===== src/hw/rtl/pxmc_pkg.sv =====
// ----------------------------------------------------------------------------
// pxmc_pkg
// Shared constants and controller/datapath interface types of the prefix XOR
// match counter.
// ----------------------------------------------------------------------------
package pxmc_pkg;

   // request and response field widths
   localparam int IN_IDX_W   = 8;
   localparam int IN_VAL_W   = 8;
   localparam int OUT_CNT_W  = 9;
   localparam int REQ_DATA_W = 16;
   localparam int RSP_DATA_W = 16;

   // operation codes carried on tuser
   localparam logic OP_SET   = 1'b0;
   localparam logic OP_COUNT = 1'b1;

   // parameter defaults
   localparam int DEF_NUM_ELEMENTS = 256;
   localparam int DEF_BLOCK_SIZE   = 16;
   localparam int DEF_VALUE_BITS   = 8;

   // commands from the controller to the datapath
   typedef struct packed {
      logic capture;    // take the request fields
      logic clr_step;   // write reset values at the sweep address
      logic set_div;    // find the block of the write position
      logic set_base;   // find the last position of that block
      logic set_delta;  // store the element, latch the XOR change
      logic upd_pfx;    // repair one prefix, read the old count
      logic upd_dec;    // decrement old count, read the new count
      logic upd_inc;    // increment new count, advance
      logic q_look;     // read the prefix that closes the previous block
      logic q_fix;      // fold it into the key, read the block count
      logic q_acc;      // add the block count, step to the next block
      logic scan_cmp;   // compare one tail prefix, advance
      logic out_load;   // load the response register
   } cmd_type;

   // status from the datapath to the controller
   typedef struct packed {
      logic req_query;   // incoming request is a count
      logic req_set_ok;  // incoming request is a write inside the array
      logic clr_done;    // sweep address at its last entry
      logic delta_zero;  // write leaves the element unchanged
      logic upd_last;    // repair position at the end of its block
      logic whole;       // a whole block fits below the query position
      logic p_le_pos;    // tail not exhausted
      logic p_eq_pos;    // tail position is the query position
   } sts_type;

endpackage


===== src/hw/rtl/pxmc_ctrl.sv =====
// ----------------------------------------------------------------------------
// pxmc_ctrl
// Sequencer for the reset sweep, the write repair loop and the query walk;
// owns the request and response handshakes.
// ----------------------------------------------------------------------------
module pxmc_ctrl (
   input  logic              clock,
   input  logic              reset,
   input  logic              req_tvalid,
   output logic              req_tready,
   output logic              rsp_tvalid,
   input  logic              rsp_tready,
   input  pxmc_pkg::sts_type sts,
   output pxmc_pkg::cmd_type cmd
);

   import pxmc_pkg::*;

   typedef enum logic [3:0] {
      ST_CLEAR,
      ST_IDLE,
      ST_SET_DIV,
      ST_SET_BASE,
      ST_SET_DELTA,
      ST_UPD_PFX,
      ST_UPD_DEC,
      ST_UPD_INC,
      ST_Q_LOOK,
      ST_Q_FIX,
      ST_Q_ACC,
      ST_SCAN_RD,
      ST_SCAN_CMP,
      ST_Q_OUT
   } state_type;

   state_type state_ff, state_in;
   logic      rsp_tvalid_ff, rsp_tvalid_in;

   always_comb begin
      state_in = state_ff;
      cmd      = '0;
      unique case (state_ff)
         ST_CLEAR: begin
            cmd.clr_step = 1'b1;
            if (sts.clr_done) begin
               state_in = ST_IDLE;
            end
         end
         ST_IDLE: begin
            if (req_tvalid) begin
               cmd.capture = 1'b1;
               if (sts.req_query) begin
                  state_in = ST_Q_LOOK;
               end else if (sts.req_set_ok) begin
                  state_in = ST_SET_DIV;
               end
            end
         end
         ST_SET_DIV: begin
            cmd.set_div = 1'b1;
            state_in    = ST_SET_BASE;
         end
         ST_SET_BASE: begin
            cmd.set_base = 1'b1;
            state_in     = ST_SET_DELTA;
         end
         ST_SET_DELTA: begin
            cmd.set_delta = 1'b1;
            state_in      = sts.delta_zero ? ST_IDLE : ST_UPD_PFX;
         end
         ST_UPD_PFX: begin
            cmd.upd_pfx = 1'b1;
            state_in    = ST_UPD_DEC;
         end
         ST_UPD_DEC: begin
            cmd.upd_dec = 1'b1;
            state_in    = ST_UPD_INC;
         end
         ST_UPD_INC: begin
            cmd.upd_inc = 1'b1;
            state_in    = sts.upd_last ? ST_IDLE : ST_UPD_PFX;
         end
         ST_Q_LOOK: begin
            cmd.q_look = 1'b1;
            state_in   = ST_Q_FIX;
         end
         ST_Q_FIX: begin
            cmd.q_fix = 1'b1;
            if (sts.whole) begin
               state_in = ST_Q_ACC;
            end else if (sts.p_le_pos) begin
               state_in = ST_SCAN_RD;
            end else begin
               state_in = ST_Q_OUT;
            end
         end
         ST_Q_ACC: begin
            cmd.q_acc = 1'b1;
            state_in  = ST_Q_LOOK;
         end
         ST_SCAN_RD: begin
            state_in = ST_SCAN_CMP;
         end
         ST_SCAN_CMP: begin
            cmd.scan_cmp = 1'b1;
            state_in     = sts.p_eq_pos ? ST_Q_OUT : ST_SCAN_RD;
         end
         ST_Q_OUT: begin
            if (!rsp_tvalid_ff || rsp_tready) begin
               cmd.out_load = 1'b1;
               state_in     = ST_IDLE;
            end
         end
         default: begin
            state_in = ST_IDLE;
         end
      endcase
   end

   always_comb begin
      rsp_tvalid_in = rsp_tvalid_ff && !rsp_tready;
      if (cmd.out_load) begin
         rsp_tvalid_in = 1'b1;
      end
   end

   always_ff @(posedge clock) begin
      if (reset) begin
         state_ff      <= ST_CLEAR;
         rsp_tvalid_ff <= 1'b0;
      end else begin
         state_ff      <= state_in;
         rsp_tvalid_ff <= rsp_tvalid_in;
      end
   end

   assign req_tready = (state_ff == ST_IDLE);
   assign rsp_tvalid = rsp_tvalid_ff;

endmodule


===== config.mk =====
export PLATFORM = sky130hd
export DESIGN_NAME = pxmc_ctrl
export DESIGN_NICKNAME = d
export VERILOG_FILES = /design/src/hw/rtl/pxmc_pkg.sv /design/src/hw/rtl/pxmc_ctrl.sv
export SDC_FILE = /design/constraint.sdc
export NUM_CORES = 1
export LEC_CHECK = 0
export BUFFER_PORTS_ARGS = -buffer_cell sky130_fd_sc_hd__clkbuf_2
export CORE_AREA = 4 4 41 43
export CTS_CLUSTER_DIAMETER = 60
export DETAILED_ROUTE_END_ITERATION = 8
export DIE_AREA = 0 0 45 47
export HOLD_SLACK_MARGIN = 0.15
export MAX_ROUTING_LAYER = met4
export PLACE_DENSITY = 0.69
export SETUP_SLACK_MARGIN = 0.05
export SYNTH_ARGS = -nofsm -noshare
export SYNTH_HDL_FRONTEND = slang
export SYNTH_SLANG_ARGS = --single-unit

===== constraint.sdc =====
create_clock -name clock -period 1.75 [get_ports clock]
set_input_delay 0.35 -clock clock [delete_from_list [all_inputs] [get_ports clock]]
set_output_delay 0.35 -clock clock [all_outputs]
set_load 0.02 [all_outputs]

==> results of run 1 <==
[registers in the layout, summed over array words and instances, names as in the netlist]
register,flops
rsp_tvalid,1
state_ff,4
[worst max-delay path, stage by stage, from the launching register on]
cell and delay (ns):
dfxtp_4 0.39, nor4_1 0.41, clkbuf_2 0.25
[worst paths after layout]
| path | depth (start not counted) | slack [ns] | endpoint |
|---|---|---|---|
| worst max-delay path | 2 | 0.1 | cmd[11] |
| worst min-delay path | 2 | 0.33 | state_ff[2] |
| worst max register to register | 5 | 0.37 | state_ff[3] |
| worst min register to register | 2 | 0.62 | state_ff[0] |
[where the power goes]
part	switching (mW)	internal, mW
Sequential	0.0163	0.119
Clock	0.0438	0.0860
Combinational	0.0799	0.0755
Total	0.140	0.280
[kinds of logic after synthesis]
| logic type | after synthesis | share of synthesized area [%] |
|---|---|---|
| simple gates | 38 | 44.6 |
| compound gates | 19 | 29.2 |
| flops | 5 | 20.0 |
| buf+inv | 5 | 6.23 |
[repair_timing]
item / 4_1_cts / 5_1_grt
buffers inserted: 0 / 1
resized for setup: 7 / 7
cloned: 0 / 0
endpoints found under the hold margin: 0 / 0
setup endpoints to repair: 13 / 9
[synth_stat cells]
master and number:
o22ai_1 2, nor4_1 1, nor2b_1 4, nor4b_4 1, a22oi_1 1, dfxtp_1 5
a211oi_1 1, and4b_1 1, a32oi_2 1, nor2_2 1, a31oi_1 1, nor2_1 11
o22a_1 1, or2b_4 1, and3_1 1, nor3_1 7, o21a_1 2, buf_6 1
o32ai_1 1, a21oi_1 3, a221oi_1 1, a21o_1 2, or2b_1 1, nand2_1 2
a221oi_2 1, and2_1 2, o21ai_0 2, nand2b_1 5, buf_2 4
[cell type report]
cell class | instances | area (um^2) | area share, %
Multi-Input combinational cell | 57 | 379 | 52.8
Timing Repair Buffer | 32 | 181 | 25.3
Sequential cell | 5 | 113 | 15.7
Clock buffer | 4 | 26.3 | 3.66
Tap cell | 15 | 18.8 | 2.61
[layer usage]
layer	wire length [um]	vias to the layer above	track usage, %
met5	0	-	-
met4	0	0	3.51
met3	116	0	2.30
met2	574	26	22.0
met1	658	247	20.5
li1	-	311	-
[per-stage QoR]
| step | worst slack (ns) | instance area [um^2] | total power, mW | util, % | hold slack (ns) |
|---|---|---|---|---|---|
| after floorplan | 0.119 | 502 | 0.234 | - | 0.419 |
| after global placement | 0.206 | 657 | 0.283 | 50.5 | 0.585 |
| after detailed placement | 0.190 | 657 | 0.285 | 50.5 | 0.591 |
| after CTS | 0.0551 | 697 | 0.422 | 53.6 | 0.333 |
| after global routing | 0.0250 | 718 | 0.449 | 55.2 | 0.343 |
| final | 0.0972 | 718 | 0.420 | 55.2 | 0.333 |
==> summary.md, run 1 <==
| Metric | Value |
|---|---|
| Status | complete, no violations |
| Die area | ~0.0021 mm^2 |
| Number of global-route vias before repair | 543 |
| Arr. time, crit path | ~1.3 ns |
| Req. time, crit path | about 1.4 ns |
| Final #Nets | 111 |
| Pwr dens | a little under 600 mW/mm^2 |
| First-pass GRT wire length | about 2.3 mm |
| CTS Sinks | 5 |
| Worst hold start | reset |
| Mapped cell area | between 500 and 600 um^2 |
| Cts hold-fix bufs | 0 |
| Clk_skew | ~0.0065 ns |
| Most common cell after layout, fill and taps aside | clkbuf_2 |
| 1st-pass router iterations | 4 |
| Register area share after synthesis | around a fifth |
| Insertion delay to the later sink of the worst-skew pair | 0.24 ns |
| Seq cells post-synth | 5 |
| CP max FO | 16 |
| Post-route ant nets | 0 |
| Root buf cell | clkbuf_4 |
| Pin count of the biggest net entering global routing | 17 |
| # setup viols final | 0 |
| Crit share post-route | roughly 94% |
| Hold Fails Final Rpt | 0 |
| VDD IR max | between 0.4 and 0.5 mV |
| Syn avg cell area | ~7.5 um^2 |
| Unique masters post-synth | 29 |
| Post-Route WL | approximately 1.3 mm |
| FILL cells | around 130 |
| Dpl hpwl | about 1.1 mm |
| WS Path Type | flop to output port |
| Initial antenna violation count | 0 |
| Yosys warns | 0 |
| Chip Width | 45 um |
| Die Y-Extent | around 47 um |
| CTS tree | yes |
| Fmax | 0.605 GHz |
| Rows | 13 |
| Leakage power | between 0.3 and 0.4 nW |
| Post-synth top area share | approximately 20% |
| HP Class | input port to flop |
| DR DRC count | 0 |
| Final Max Slew Viols | 0 |
| Overflow left after global routing | 0 |
| Initial DRC Count | 10 |
| Wire length per cell | 11.9 um |
| Most frequent cells in the layout | 23 x clkbuf_2, 11 x nor2_1, 6 x nor3_1, 6 x buf_4, 5 x nand2b_1 |
| Post-layout min period | around 1.7 ns |
| CTS H-Tree Depth | 1 |
| Fin cells | roughly 110 |
| Core region area | roughly 0.0013 mm^2 |
| Vias/cell | slightly above 5 |
| Top area cells in the synthesized netlist | dfxtp_1 20%, nor2_1 8.2%, nor3_1 7.0%, nand2b_1 6.2%, nor2b_1 5.0% |
| Diode count | 0 |
| Slew margin rel. | 70.0% |
| Register clock-pin slew on the reported worst setup and hold paths | around 0.050 ns |
| Max clock buf depth | 2 |
| IO Pins | 27 |
| Area delta synth->final | 43.1% |
| Routability cong. | 0.821 |
| PortBufs | 26 |
| Crit end category | output port |
| Num CTS Buffers | 3 |
| Critical Path Source | state_ff[2] |
| Placed insts | ~110 |
| Initial cell density of the core | 38.6% |
| Detailed-route via count | 584 |
| Worst-Margin Slew | 0.445 ns |
| Critical path launch point type | flop |
| GRT Util Overall | about 15% |
| Layout cells sized above 1 | 46.9% |
| Synthesized Nets | 79 |
| Fin Setup TNS | 0 ns |
| Cell count after synthesis | 67 |
| Yosys top cell by area | dfxtp_1 |
| RR Startpoint | state_ff[0] |
| Max_cap viols | 0 |
| RSZ-0062 raised after global routing | yes |
Power figures use the tool's default switching activity.
==> inputs of run 2 (changes only) <==
BUFFER_PORTS_ARGS = -buffer_cell sky130_fd_sc_hd__buf_2   (was -buffer_cell sky130_fd_sc_hd__clkbuf_2)
==> run 2 against run 1 <==
Against the previous run: clock skew decreased by 0.0055 ns; cell count decreased by 2.7%; non-clock buffer count decreased by 3; clock power about the same; global-route usage decreased by 0.55 points; critical path depth increased by 1; count of clock-buffer cells in the layout unchanged; setup slack got worse by 0.0058 ns; flip-flop and latch count unchanged; worst hold slack improved by 0.0012 ns; maximum frequency decreased by 0.35%.
==> summary.md, run 2 (synthesized netlist as in run 1, its figures left out) <==
| Metric | Value |
|---|---|
| HP Class | input port to flop |
| Rows | 13 (unchanged) |
| Arr. time, crit path | 1.31 ns (about the same) |
| Fin Setup TNS | 0 ns (unchanged) |
| Diode count | 0 (unchanged) |
| RSZ-0062 raised after global routing | yes |
| Register clock-pin slew on the reported worst setup and hold paths | 0.04 ns (about the same) |
| Worst-Margin Slew | 0.395 ns (-0.0505 ns) |
| Post-Route WL | 1.33 mm (-1.3%) |
| Overflow left after global routing | 0 (unchanged) |
| WS Path Type | flop to output port |
| Met2 Use GR | 20.3% (-1.7 points) |
| CTS H-Tree Depth | 1 (unchanged) |
| Layout cells sized above 1 | 47.4% (+0.43 points) |
| Hold Fails Final Rpt | 0 (unchanged) |
| Max clock buf depth | 2 (unchanged) |
| Cells along the critical path | nor4b_4 -> and2_1 -> buf_2 |
| Clk_skew | 0.00104 ns (-0.00546 ns) |
| Grt peak-use layer | met2 |
| Pin count of the biggest net entering global routing | 17 (unchanged) |
| FILL cells | 136 (+2.3%) |
| Slowest-stage cell, CP | dfxtp_4 |
| Met1 Use GR | 18.3% (-2.2 points) |
| Chip Width | 45 um (unchanged) |
| WP buf/inv | 1 (unchanged) |
| Area delta synth->final | 40.1% |
| Total power | 410 uW (-2.3%) |
| Crit-path max cell delay | 0.38 ns (-0.03 ns) |
| Wire length per cell | 12.1 um (+1.4%) |
| Req. time, crit path | 1.40 ns (about the same) |
| Die area | 0.00212 mm^2 (unchanged) |
| Met3 usage | 2.30% (unchanged) |
| GRT Util Overall | 14.1% (-0.55 points) |
| IO Pins | 27 (unchanged) |
| 1st-pass router iterations | 4 (unchanged) |
| Most frequent cells in the layout | 25 x buf_2, 11 x nor2_1, 5 x nor3_1, 5 x nand2b_1 |
| Crit share post-route | 94.8% (+0.33 points) |
| DR DRC count | 0 (unchanged) |
| Leakage power | 0.337 nW (-2.5%) |
| Vias/cell | 5.15 (-0.26%) |
| Num CTS Buffers | 3 (unchanged) |
| Routability cong. | 0.801 (-2.4%) |
| Critical Path Source | state_ff[3] |
| VDD IR max | 0.367 mV (-26%) |
| Core region area | 0.00130 mm^2 (unchanged) |
| PortBufs | 26 (unchanged) |
| Slew margin rel. | 73.6% (+3.6 points) |
| Status | complete, no violations |
| Max FFs per register | 4 (unchanged) |
| Initial DRC Count | 10 (unchanged) |
| Number of global-route vias before repair | 512 (-5.7%) |
| Final Max Slew Viols | 0 (unchanged) |
| Fmax | 0.603 GHz (-0.35%) |
| First-pass GRT wire length | 2.10 mm (-8.1%) |
| Top reg by flops | state_ff |
| CTS tree | yes |
| Most common cell after layout, fill and taps aside | buf_2 |
| Root buf cell | clkbuf_4 |
| Final #Nets | 108 (-2.7%) |
| CP max FO | 11 (-5) |
| Worst hold start | reset |
| Post-layout min period | 1.66 ns (+0.00585 ns) |
| Dpl hpwl | 1.03 mm (-4.1%) |
| CTS Sinks | 5 (unchanged) |
| Post-route ant nets | 0 (unchanged) |
| Insertion delay to the later sink of the worst-skew pair | 0.24 ns (about the same) |
| Critical path launch point type | flop |
| # setup viols final | 0 (unchanged) |
| Initial antenna violation count | 0 (unchanged) |
| Detailed-route via count | 567 (-2.9%) |
| Max_cap viols | 0 (unchanged) |
| Initial cell density of the core | 38.6% (unchanged) |
| Pwr dens | 584 mW/mm^2 (-0.23%) |
| Crit end category | output port |
| Die Y-Extent | 47 um (unchanged) |
| Crit path max-delay family | simple AND/OR/NAND/NOR gates |
| RR Startpoint | state_ff[3] |
==> run 2: worst register-to-register path, cell delays in order, from the launching register on <==
cell	delay, ns
dfxtp_4	0.38
buf_4	0.16
and2_1	0.16
a32oi_2	0.26
a31oi_1	0.13
a211oi_1	0.23
==> run 2: metrics by stage <==
step	setup slack [ns]	std cells	utilization, %	area, um^2	hold WS (ns)
final	0.0914	110	54.0	703	0.335
after global routing	0.0282	110	54.0	703	0.344
after CTS	0.0205	110	51.7	673	0.331
after detailed placement	0.156	106	49.3	642	0.592
after global placement	0.153	106	49.3	642	0.573
after floorplan	0.119	67	-	502	0.419
==> run 2: where the power goes <==
group | total, mW | leakage, nW | switching, mW | internal (mW)
Sequential | 0.141 | 0.0433 | 0.0204 | 0.120
Clock | 0.130 | 0.0150 | 0.0443 | 0.0860
Combinational | 0.139 | 0.279 | 0.0732 | 0.0662
Total | 0.410 | 0.337 | 0.138 | 0.273
==> run 2: worst paths after layout <==
| kind | endpoint | slack [ns] | cells past startpoint |
|---|---|---|---|
| max | cmd[12] | 0.09 | 3 |
| min | state_ff[0] | 0.33 | 2 |
| min reg2reg | state_ff[2] | 0.59 | 2 |
| max reg2reg | state_ff[3] | 0.33 | 5 |
==> run 2: cell type report <==
type | instances | area [um^2] | share of cell area, %
clock buffers | 4 | 26.3 | 3.74
multi-input cells | 57 | 390 | 55.5
repair buffers | 29 | 155 | 22.1
flip-flops and latches | 5 | 113 | 16.0
well taps | 15 | 18.8 | 2.67
==> run 2: metal layers <==
layer | routed length [um] | up-vias
met2 | 543 | 22
li1 | - | 300
met1 | 650 | 241
met4 | 27 | 0
met5 | 0 | -
met3 | 112 | 4
==> run 2: repair_timing <==
action,4_1_cts,5_1_grt
cloned,0,0
setup endpoints to repair,13,9
hold buffers,0,0
gates resized for setup,4,8
pin swaps,0,0
buffers inserted,0,0
